[config.mk]
export PLATFORM = sky130hd
export DESIGN_NAME = pls_cell
export DESIGN_NICKNAME = d
export VERILOG_FILES = /design/src/design/pls_pkg.sv /design/src/design/pls_cell.sv
export SDC_FILE = /design/constraint.sdc
export NUM_CORES = 1
export LEC_CHECK = 0
export BUFFER_PORTS_ARGS = -buffer_cell sky130_fd_sc_hd__buf_2
export CAP_MARGIN = 20
export CORE_MARGIN = 1
export CORE_UTILIZATION = 38
export DETAILED_ROUTE_END_ITERATION = 8
export PLACE_DENSITY_LB_ADDON = 0.1
export SYNTH_ARGS = -nofsm -noshare
export SYNTH_HDL_FRONTEND = slang
export SYNTH_SLANG_ARGS = --single-unit
[constraint.sdc]
create_clock -name i_clk -period 2 [get_ports i_clk]
set_input_delay 0.1 -clock i_clk [delete_from_list [all_inputs] [get_ports i_clk]]
set_output_delay 0.1 -clock i_clk [all_outputs]
set_load 0.05 [all_outputs]
[src/design/pls_pkg.sv]
// Shared types and codes for the positional list store.
package pls_pkg;

    typedef enum logic [1:0] {
        CMD_INSERT = 2'd0,
        CMD_MODIFY = 2'd1,
        CMD_REMOVE = 2'd2,
        CMD_READ   = 2'd3
    } t_cmd;

    typedef enum logic [1:0] {
        ST_DONE    = 2'd0,
        ST_BAD_POS = 2'd1,
        ST_FULL    = 2'd2
    } t_status;

    // Operation broadcast to every cell of the row
    typedef enum logic [1:0] {
        CELL_HOLD   = 2'd0,
        CELL_INSERT = 2'd1,
        CELL_WRITE  = 2'd2,
        CELL_REMOVE = 2'd3
    } t_cell_op;

    localparam int POS_BITS    = 6;
    localparam int WORD_BITS   = 32;
    localparam int LEN_OUT_BITS = 7;

    typedef struct packed {
        t_cmd                        command;
        logic [POS_BITS-1:0]         position;
        logic                        at_end;
        logic signed [WORD_BITS-1:0] value;
    } t_in_item;

    typedef struct packed {
        t_status                     status;
        logic signed [WORD_BITS-1:0] read_value;
        logic [LEN_OUT_BITS-1:0]     list_length;
    } t_out_item;

endpackage

[src/design/pls_cell.sv]
// One list slot: holds an entry and trades it with its neighbors on insert and remove.
module pls_cell
    import pls_pkg::*;
#(
    parameter int INDEX      = 0,
    parameter int LEN_W      = 7,
    parameter int VALUE_BITS = 32
) (
    input  logic                  i_clk,
    input  logic                  i_rst_n,
    input  t_cell_op              i_op,
    input  logic [LEN_W-1:0]      i_pos,
    input  logic [LEN_W-1:0]      i_len,
    input  logic [VALUE_BITS-1:0] i_value,
    input  logic [VALUE_BITS-1:0] i_left,
    input  logic [VALUE_BITS-1:0] i_right,
    output logic [VALUE_BITS-1:0] o_entry
);

    localparam logic [LEN_W-1:0] IDX = LEN_W'(INDEX);

    logic [VALUE_BITS-1:0] r_entry;
    logic [VALUE_BITS-1:0] n_entry;
    logic [LEN_W-1:0]      w_last;

    assign w_last = i_len - LEN_W'(1);

    always_comb begin
        n_entry = r_entry;
        case (i_op)
            CELL_INSERT: begin
                if (IDX == i_pos) begin
                    n_entry = i_value;
                end else if (IDX > i_pos && IDX <= i_len) begin
                    n_entry = i_left;
                end else if (IDX >= i_len && IDX < i_pos) begin
                    n_entry = '0;   // zero-fill the gap past the old end
                end
            end
            CELL_WRITE: begin
                if (IDX == i_pos) begin
                    n_entry = i_value;
                end
            end
            CELL_REMOVE: begin
                if (IDX >= i_pos && IDX < i_len) begin
                    n_entry = (IDX == w_last) ? '0 : i_right;
                end
            end
            default: begin
                n_entry = r_entry;
            end
        endcase
    end

    always_ff @(posedge i_clk) begin
        if (!i_rst_n) begin
            r_entry <= '0;
        end else begin
            r_entry <= n_entry;
        end
    end

    assign o_entry = r_entry;

endmodule

==> results of run 1 <==
==> power breakdown <==
part | switching [mW] | leakage (nW) | internal (mW) | total [mW]
sequential | 0.00243 | 0.258 | 0.643 | 0.645
clock | 0.226 | 0.0410 | 0.236 | 0.462
combinational | 0.113 | 0.751 | 0.100 | 0.213
total | 0.341 | 1.05 | 0.979 | 1.32
==> through the flow <==
| stage | util (%) | hold WS, ns | setup slack, ns |
|---|---|---|---|
| global route | 54.7 | 0.101 | 0.452 |
| finish | 54.7 | 0.102 | 0.483 |
| floorplan | - | 0.223 | 0.451 |
| global placement | 52.9 | 0.392 | 0.219 |
| CTS | 54.7 | 0.0907 | 0.497 |
| detailed placement | 52.9 | 0.392 | 0.202 |
==> metal layers <==
layer / share of wire (%) / vias to the layer above / global-route usage (%)
li1: - / 909 / -
met5: 0 / - / 0
met3: 7.2 / 2 / 6.54
met1: 45 / 852 / 25.0
met4: 0.39 / 0 / 5.33
met2: 47 / 68 / 31.6
==> kinds of logic (layout without fill, tap and decap cells) <==
kind of cell,Yosys count,in the layout,synth area share (%)
simple gates,11,11,5.40
flops,32,32,36.8
buf+inv,23,130,9.35
compound gates,99,99,48.4
==> worst paths after layout <==
check                           slack [ns]                        to  cells past startpoint
worst max register to register        1.09  o_entry[11]$_SDFFE_PN0P_                      2
worst min register to register        0.52  o_entry[18]$_SDFFE_PN0P_                      2
worst max-delay path                  0.48   o_entry[6]$_SDFFE_PN0P_                      6
worst min-delay path                  0.10  o_entry[20]$_SDFFE_PN0P_                      3
==> tightest hold or removal path, cell delays in order <==
cell and delay [ns]:
buf_2 0.07, a32oi_1 0.06, a21oi_2 0.12
==> cell type report <==
cell class	instances	area, µm²
fillers	431	1990
multi-input cells	110	950
repair buffers	123	666
flip-flops and latches	32	641
clock buffers	6	72.6
well taps	52	65.1
clock inverters	1	5.00
==> synth_stat cells <==
master and n:
a211oi_4 1, a21oi_1 2, a21oi_2 30, a22oi_1 31, a31oi_1 1, a32oi_1 1
and4b_1 1, buf_12 3, buf_2 7, buf_4 3, buf_6 1, clkbuf_1 9
dfxtp_1 32, nand2_1 1, nand2b_1 1, nor2_1 1, nor3_1 1, nor3_2 1
nor4_4 1, o31ai_4 1, o41ai_1 32, or3_1 2, or4_4 1, or4b_1 1
==> results.sh, run 1 <==
export IMPL_status="finished clean"
export IMPL_nets=386
export IMPL_ir_worst_vdd_mv=0.284
export IMPL_period_minus_slack_ns=1.52
export IMPL_stdcell_area_um2=2400
export IMPL_reg2reg_from="o_entry[11]$_SDFFE_PN0P_"
export IMPL_cp_startpoint="i_pos[4]"
export IMPL_grt_pass1_wl_um=7630
export IMPL_holdBufCountCts=0
export IMPL_finalSetupViolCount=0
export IMPL_clkSinkCount=32
export IMPL_rsz0062_at_grt="false"
export IMPL_place_congestion=0.701
export IMPL_placed_cells=317
export IMPL_overflow=0
export IMPL_initial_core_util_pct=39.7
export IMPL_largest_register_ffs=32
export IMPL_synth_area_um2=1740
export IMPL_first_iter_violations=104
export IMPL_worst_setup_path_end_kind="flop"
export IMPL_power_density_nw_per_um2=551
export IMPL_timing_critical_path_buf_inv=2
export IMPL_synth_fp_nets=279
export IMPL_cts_buffers=5
export IMPL_final_hold_viol_count=0
export IMPL_crit_path_top_delay_cell="or4_4"
export IMPL_path_class="primary input to flop"
export IMPL_dpl_hpwl_um=3250
export IMPL_fin_setup_tns_ns=0
export IMPL_wirelength_um=4620
export IMPL_yosysTopAreaCell="dfxtp_1"
export IMPL_ioPinCount=146
export IMPL_tightest_slew_ns=0.588
export IMPL_power_mw=1.32
export IMPL_insertion_delay_ns=0.28
export IMPL_path_clk_slew_ns=0.06
export IMPL_synth_cells=165
export IMPL_core_rowCount=24
export IMPL_dr_pass1_iters=4
export IMPL_report_final_slew_viol_count=0
export IMPL_globalRouteTotalUtil_pct=19.6
export IMPL_drv_cap=0
export IMPL_fin_cells=324
export IMPL_mostFrequentLayoutCell="buf_2"
export IMPL_critPathTopFamily="simple AND/OR/NAND/NOR gates"
export IMPL_synthDistinctLibCells=24
export IMPL_avgSynthCellArea_um2=10.5
export IMPL_synth_top_area_share_pct=36.8
export IMPL_fin_crit_sh_pct=75.8
export IMPL_crit_required_ns=2.15
export IMPL_htree_levels=2
export IMPL_layout_common_cells="113 x buf_2, 32 x o41ai_1, 32 x dfxtp_1"
export IMPL_clockBufferDepth=2
export IMPL_n_antenna_cell=0
export IMPL_placed_cell_area_um2=2320
export IMPL_vias=1831
export IMPL_arrival_ns=1.67
export IMPL_grt_pass1_vias=1622
export IMPL_start_kind="primary input"
export IMPL_cts_repair_resized=0
export IMPL_wl_per_cell_um=14.3
export IMPL_drive_gt1_share_pct=61.0
export IMPL_fp_dieArea_um2=4850
export IMPL_p_leak_nw=1.05
export IMPL_die_x_um=69.7
export IMPL_die_h_um=69.7
export IMPL_ys_seq_elements=32
export IMPL_viasPerCell=5.65
export IMPL_areaGrowthSynthToFinish_pct=37.9
export IMPL_synth_area_leaders="dfxtp_1 37%, o41ai_1 16%, a21oi_2 15%"
export IMPL_hold_path_startpoint="i_value[20]"
export IMPL_cp_slowest_stage_delay_ns=0.59
export IMPL_cts_tree="yes"
export IMPL_ys_warn_count=0
export IMPL_min_path_type="primary input to flop"
export IMPL_antenna_found_initial=0
export IMPL_path_cells="buf_2 -> or4_4 -> nor3_4 -> or3_2 -> buf_12 -> a21oi_2"
export IMPL_clock_skew_ns=0
export IMPL_fmax_ghz=0.659
export IMPL_cts_setup_buffers=0
export IMPL_drc_errors=0
export IMPL_drtAntennaViolNets=0
export IMPL_core_area_um2=4380
export IMPL_slew_headroom_pct=60.8
export IMPL_grt_max_degree=33
export IMPL_ys_seq_area_share_pct=36.8
export IMPL_root_buffer="clkbuf_8"
export IMPL_portBuffers=113
export IMPL_cp_max_fo=30
No activity file was read; power rests on OpenSTA's default activity.
==> run 2, diff against run 1 <==
--- a/config.mk
+++ b/config.mk
@@ -5,10 +5,11 @@
 export SDC_FILE = /design/constraint.sdc
 export NUM_CORES = 1
 export LEC_CHECK = 0
+export ABC_AREA = 1
 export BUFFER_PORTS_ARGS = -buffer_cell sky130_fd_sc_hd__buf_2
 export CAP_MARGIN = 20
 export CORE_MARGIN = 1
-export CORE_UTILIZATION = 38
+export CORE_UTILIZATION = 39
 export DETAILED_ROUTE_END_ITERATION = 8
 export PLACE_DENSITY_LB_ADDON = 0.1
 export SYNTH_ARGS = -nofsm -noshare
==> constraint.sdc (replaced) <==
create_clock -name i_clk -period 1.3 [get_ports i_clk]
set_input_delay 0.065 -clock i_clk [delete_from_list [all_inputs] [get_ports i_clk]]
set_output_delay 0.065 -clock i_clk [all_outputs]
set_load 0.05 [all_outputs]
==> run 2 against run 1 <==
Compared with the run above:
- first-iteration DRC count rose by 11%
- clock-buffer cell count decreased by 1
- global-route usage increased by 3.0 points
- clock power rose by 110%
- power rose by 79%
- routed wire length rose by 44%
- highest routed layer unchanged
==> results.sh, run 2 <==
export IMPL_viasPerCell=4.63
export IMPL_wl_per_cell_um=10.8
export IMPL_layout_setup_ws_ns=0.263
export IMPL_synth_fp_nets=551
export IMPL_portBuffers=113
export IMPL_p_leak_nw=1.91
export IMPL_status="finished clean"
export IMPL_seqPwrFrac_pct=41.9
export IMPL_ys_warn_count=0
export IMPL_fmax_ghz=0.964
export IMPL_die_h_um=78.6
export IMPL_path_common_cell="nor2_1"
export IMPL_synth_edf_count=0
export IMPL_crit_path_top_delay_cell="a21oi_1"
export IMPL_report_final_slew_viol_count=0
export IMPL_hold_slack_ns=0.131
export IMPL_ys_seq_elements=32
export IMPL_cts_repair_resized=0
export IMPL_arrival_ns=1.22
export IMPL_ioPinCount=146
export IMPL_die_x_um=78.6
export IMPL_synthFlopType="dfxtp_1"
export IMPL_rsz0062_at_grt="false"
export IMPL_synth_area_um2=2290
export IMPL_insertion_delay_ns=0.29
export IMPL_pre_cts_ws_ns=-0.0305
export IMPL_holdBufCountCts=0
export IMPL_synth_most_common_cell="nand2_1"
export IMPL_cts_setup_buffers=0
export IMPL_n_antenna_cell=0
export IMPL_overflow=0
export IMPL_cp_max_fo=25
export IMPL_p_comb_share_pct=17.9
export IMPL_p_clk_share_pct=40.2
export IMPL_slew_headroom_pct=59.5
export IMPL_dpl_hpwl_um=4890
export IMPL_core_rowCount=27
export IMPL_layout_common_cells="134 x nand2_1, 113 x buf_2, 106 x nor2_1"
export IMPL_vias=2848
export IMPL_switching_share_pct=26.9
export IMPL_mostFrequentLayoutCell="nand2_1"
export IMPL_synth_top_area_share_pct=28.0
export IMPL_ys_seq_area_share_pct=28.0
export IMPL_clockBufferDepth=2
export IMPL_critPathTopFamily="buffers and inverters"
export IMPL_path_clk_slew_ns=0.07
export IMPL_tightest_slew_ns=0.608
export IMPL_start_kind="primary input"
export IMPL_p_int_mw=1.73
export IMPL_path_class="primary input to flop"
export IMPL_cts_tree="yes"
export IMPL_grt_pass1_vias=2600
export IMPL_clkSinkCount=32
export IMPL_power_switching_mw=0.637
export IMPL_avgSynthCellArea_um2=5.24
export IMPL_drc_errors=0
export IMPL_clock_skew_ns=0
export IMPL_core_area_um2=5570
export IMPL_min_path_type="primary input to flop"
export IMPL_grt_pass1_wl_um=11000
export IMPL_antenna_found_initial=0
export IMPL_synthDistinctLibCells=14
export IMPL_globalRouteTotalUtil_pct=22.6
export IMPL_synth_common_cells="134 x nand2_1, 107 x nor2_1, 68 x inv_1, 65 x nand3_1, 32 x dfxtp_1"
export IMPL_finalSetupViolCount=0
export IMPL_period_minus_slack_ns=1.04
export IMPL_initial_core_util_pct=41.1
export IMPL_power_density_nw_per_um2=774
export IMPL_cts_buffers=5
export IMPL_timing_critical_path_buf_inv=4
export IMPL_fill_cells=617
export IMPL_worst_setup_path_end_kind="flop"
export IMPL_drive_gt1_share_pct=25.0
export IMPL_yosysTopAreaCell="dfxtp_1"
export IMPL_fp_dieArea_um2=6190
export IMPL_synth_cells=437
export IMPL_largest_register_ffs=32
export IMPL_ir_worst_vdd_mv=0.493
export IMPL_root_buffer="clkbuf_8"
export IMPL_cp_slowest_stage_delay_ns=0.23
export IMPL_place_congestion=0.850
export IMPL_crit_required_ns=1.48
export IMPL_async_flop_share_pct=0
export IMPL_grt_max_degree=33
export IMPL_dr_pass1_iters=4
export IMPL_first_iter_violations=115
export IMPL_synth_area_leaders="dfxtp_1 28%, nand2_1 22%, nor2_1 18%"
export IMPL_nets=656
export IMPL_drv_cap=0
export IMPL_path_cells="buf_2 -> buf_4 -> nand2_1 -> inv_2 -> a21oi_1 -> nand2_4 -> buf_12 -> nor2_1 -> nor2_1"
export IMPL_final_hold_viol_count=0
export IMPL_drtAntennaViolNets=0
export IMPL_fin_crit_sh_pct=79.8
export IMPL_areaGrowthSynthToFinish_pct=33.6
export IMPL_wirelength_um=6640
export IMPL_htree_levels=2
run 2: cell count changes after synthesis, moves of 3 or more:
cell | previous run | this run
nand2_1 | 1 | 134
nor2_1 | 1 | 107
inv_1 | 0 | 68
nand3_1 | 0 | 65
o41ai_1 | 32 | 0
a22oi_1 | 31 | 0
a21oi_2 | 30 | 0
buf_12 | 3 | 0
buf_4 | 3 | 0
clkbuf_1 | 9 | 12
run 2: worst paths after layout:
| kind | from | end | slack (ns) | cells past startpoint |
|---|---|---|---|---|
| worst max-delay path | i_op[0] | o_entry[16]$_SDFFE_PN0P_ | 0.26 | 9 |
| worst min-delay path | i_value[21] | o_entry[21]$_SDFFE_PN0P_ | 0.13 | 5 |
| worst max register to register | o_entry[13]$_SDFFE_PN0P_ | o_entry[13]$_SDFFE_PN0P_ | 0.65 | 4 |
| worst min register to register | o_entry[14]$_SDFFE_PN0P_ | o_entry[14]$_SDFFE_PN0P_ | 0.51 | 4 |
run 2: cells by family (layout without fill, tap and decap cells):
family                 count (synthesis)  after routing  share of synthesized area (%)
buffers and inverters                 94            200                           16.9
and+or+nand+nor                      310            310                           54.9
DFF                                   32             32                           28.0
AOI/OAI and AO/OA                      1              1                          0.218
run 2: area by class of cell:
| type | instances | area, µm² | share of cell area, % |
|---|---|---|---|
| Multi-Input combinational cell | 311 | 1270 | 41.4 |
| Clock inverter | 3 | 42.5 | 1.39 |
| Timing Repair Buffer | 122 | 691 | 22.6 |
| Inverter | 70 | 263 | 8.58 |
| Clock buffer | 5 | 68.8 | 2.25 |
| Tap cell | 72 | 90.1 | 2.94 |
| Sequential cell | 32 | 641 | 20.9 |
run 2: metrics by stage:
| step | util [%] | std cells | power [mW] | TNS (ns) | cell area (µm²) |
|---|---|---|---|---|---|
| 6_report | 54.9 | 615 | 2.37 | 0 | 3060 |
| 5_1_grt | 54.9 | 615 | 2.49 | 0 | 3060 |
| 4_1_cts | 54.9 | 615 | 2.40 | 0 | 3060 |
| 3_5_place_dp | 52.9 | 607 | 1.44 | -0.277 | 2950 |
| 3_3_place_gp | 52.4 | 606 | 1.43 | -8.89 | 2920 |
| 2_1_floorplan | - | 437 | 1.24 | 0 | 2290 |
run 2: worst reg2reg max path: stages, from the launching register on:
cell and delay, ns:
dfxtp_1 0.34, inv_1 0.05, nand2_1 0.05, nand2_1 0.04
nor2_1 0.10
run 2: routing by layer:
metal  part of all wire [%]  GRT usage (%)
met4                    3.0           9.44
met1                     42           25.0
met3                    6.7           5.58
met2                     49           40.5
met5                      0              0
run 2: power by group through the flow:
stage          clock (mW)  combinational (mW)  sequential, mW
2_1_floorplan           0               0.190            1.05
4_1_cts             0.981               0.426           0.993
3_5_place_dp            0               0.424            1.02
3_3_place_gp            0               0.413            1.02
5_1_grt              1.02               0.476           0.994
6_report            0.953               0.424           0.993
==> run 3, diff against run 2 <==
--- a/config.mk
+++ b/config.mk
@@ -5,11 +5,11 @@
 export SDC_FILE = /design/constraint.sdc
 export NUM_CORES = 1
 export LEC_CHECK = 0
-export ABC_AREA = 1
+export ABC_AREA = 0
 export BUFFER_PORTS_ARGS = -buffer_cell sky130_fd_sc_hd__buf_2
 export CAP_MARGIN = 20
 export CORE_MARGIN = 1
-export CORE_UTILIZATION = 39
+export CORE_UTILIZATION = 38
 export DETAILED_ROUTE_END_ITERATION = 8
 export PLACE_DENSITY_LB_ADDON = 0.1
 export SYNTH_ARGS = -nofsm -noshare
==> constraint.sdc (replaced) <==
create_clock -name i_clk -period 1 [get_ports i_clk]
set_input_delay 0.05 -clock i_clk [delete_from_list [all_inputs] [get_ports i_clk]]
set_output_delay 0.05 -clock i_clk [all_outputs]
set_load 0.05 [all_outputs]
==> run 3 against run 2 <==
Compared with the run above:
- the run now ends with negative setup slack left
- final area decreased by 17%
- first-iteration DRC count increased by 2.6%
- combinational power increased by 11%
- setup slack got worse by 0.53 ns
- clock-buffer cell count increased by 1
- global-route usage decreased by 2.0 points
- cell count decreased by 46%
- via count decreased by 35%
- sequential cell count unchanged
- hold slack got worse by 0.066 ns
- sequential power increased by 30%
- die area decreased by 22%
==> results.sh, run 3 (synthesized netlist as in run 1, its figures left out) <==
export IMPL_dpl_hpwl_um=3530
export IMPL_path_cells="buf_6 -> or4_4 -> o31ai_4 -> buf_6 -> a22oi_1 -> a21oi_2"
export IMPL_ir_worst_vdd_mv=0.466
export IMPL_insertion_delay_ns=0.28
export IMPL_areaGrowthSynthToFinish_pct=46.3
export IMPL_holdBufCountCts=0
export IMPL_portBuffers=113
export IMPL_globalRouteTotalUtil_pct=20.6
export IMPL_clock_skew_ns=0
export IMPL_grt_pass1_wl_um=8200
export IMPL_cts_tree="yes"
export IMPL_mostFrequentLayoutCell="buf_2"
export IMPL_nets=397
export IMPL_die_h_um=69.7
export IMPL_wirelength_um=4950
export IMPL_drc_errors=0
export IMPL_rsz0062_at_grt="true"
export IMPL_die_x_um=69.7
export IMPL_drv_cap=0
export IMPL_fp_dieArea_um2=4850
export IMPL_antenna_found_initial=0
export IMPL_slew_headroom_pct=74.6
export IMPL_path_class="primary input to flop"
export IMPL_status="finished, violations left"
export IMPL_min_path_type="primary input to flop"
export IMPL_initial_core_util_pct=39.7
export IMPL_path_common_cell="buf_6"
export IMPL_fin_setup_tns_ns=-7.87
export IMPL_layout_common_cells="112 x buf_2, 32 x o41ai_1, 32 x dfxtp_1"
export IMPL_crit_required_ns=1.22
export IMPL_layout_setup_ws_ns=-0.270
export IMPL_p_leak_nw=1.12
export IMPL_drtAntennaViolNets=0
export IMPL_ioPinCount=146
export IMPL_tightest_slew_ns=0.376
export IMPL_violations="negative setup slack"
export IMPL_final_hold_viol_count=0
export IMPL_period_minus_slack_ns=1.27
export IMPL_power_density_nw_per_um2=1060
export IMPL_wl_per_cell_um=14.8
export IMPL_fmax_ghz=0.787
export IMPL_core_rowCount=24
export IMPL_drive_gt1_share_pct=63.3
export IMPL_worst_setup_path_end_kind="flop"
export IMPL_hold_slack_ns=0.0642
export IMPL_htree_levels=2
export IMPL_path_clk_slew_ns=0.07
export IMPL_cp_slowest_stage_delay_ns=0.58
export IMPL_arrival_ns=1.49
export IMPL_grt_pass1_vias=1788
export IMPL_grt_max_degree=33
export IMPL_clkSinkCount=32
export IMPL_largest_register_ffs=32
export IMPL_fin_crit_sh_pct=127
export IMPL_clockBufferDepth=2
export IMPL_crit_path_top_delay_cell="or4_4"
export IMPL_postLayoutCoreUtil_pct=58.0
export IMPL_finalSetupViolCount=32
export IMPL_root_buffer="clkbuf_8"
export IMPL_overflow=0
export IMPL_viasPerCell=5.52
export IMPL_fill_cells=406
export IMPL_cp_max_fo=16
export IMPL_dr_pass1_iters=4
export IMPL_start_kind="primary input"
export IMPL_place_congestion=0.761
export IMPL_cts_buffers=5
export IMPL_vias=1850
export IMPL_n_antenna_cell=0
export IMPL_report_final_slew_viol_count=0
export IMPL_core_area_um2=4380
export IMPL_first_iter_violations=118
## run 3: cell count changes in the layout (fill, tap and decap cells not counted), moves of 8 or more
cell and delta:
nand2_1 -133, nor2_1 -105, inv_1 -68, nand3_1 -65, o41ai_1 +32, a21oi_2 +30, a22oi_1 +30, buf_4 +8
## run 3: final cells by class
class                   instances  area (µm²)  area share (%)
multi-input cells             110         962            37.8
flip-flops and latches         32         641            25.2
clock inverters                 1        5.00           0.197
repair buffers                134         798            31.4
clock buffers                   6        72.6            2.85
well taps                      52        65.1            2.56
## run 3: stage by stage
step,instance area (µm²),worst slack (ns),instances,total power [mW]
floorplan,1750,-0.447,165,1.54
global placement,2420,-0.566,328,1.78
detailed placement,2420,-0.598,328,1.78
CTS,2510,-0.283,335,2.72
global route,2540,-0.336,335,2.82
finish,2540,-0.270,335,2.69
## run 3: final timing paths
path,start,endpoint,slack [ns],cells past startpoint
setup / recovery,i_pos[4],o_entry[31]$_SDFFE_PN0P_,-0.27,6
hold / removal,i_right[13],o_entry[13]$_SDFFE_PN0P_,0.06,3
setup reg to reg,o_entry[31]$_SDFFE_PN0P_,o_entry[31]$_SDFFE_PN0P_,0.09,2
hold reg to reg,o_entry[18]$_SDFFE_PN0P_,o_entry[18]$_SDFFE_PN0P_,0.53,2
## run 3: critical path, delay by kind of cell
kind / cells / cell delay, ns
AND/OR/NAND/NOR: 1 / 0.58
AO/OA/AOI/OAI: 3 / 0.55
buffers and inverters: 2 / 0.30
## run 3: repair_timing
action	in CTS	in global routing
setup endpoints to repair	32	32
setup buffers	0	0
resized for setup	4	7
pin swaps	0	2
## run 3: metal layers
layer	global-route usage, %	up-vias	share of wire, %
met5	0	-	0
met4	6.89	0	1.6
met3	4.65	8	5.9
met2	33.5	75	47
met1	26.9	840	46
li1	-	927	-
## run 3: report_power, final
| part | internal [mW] | switching [mW] |
|---|---|---|
| clock | 0.472 | 0.458 |
| sequential | 1.29 | 0.00516 |
| combinational | 0.233 | 0.239 |
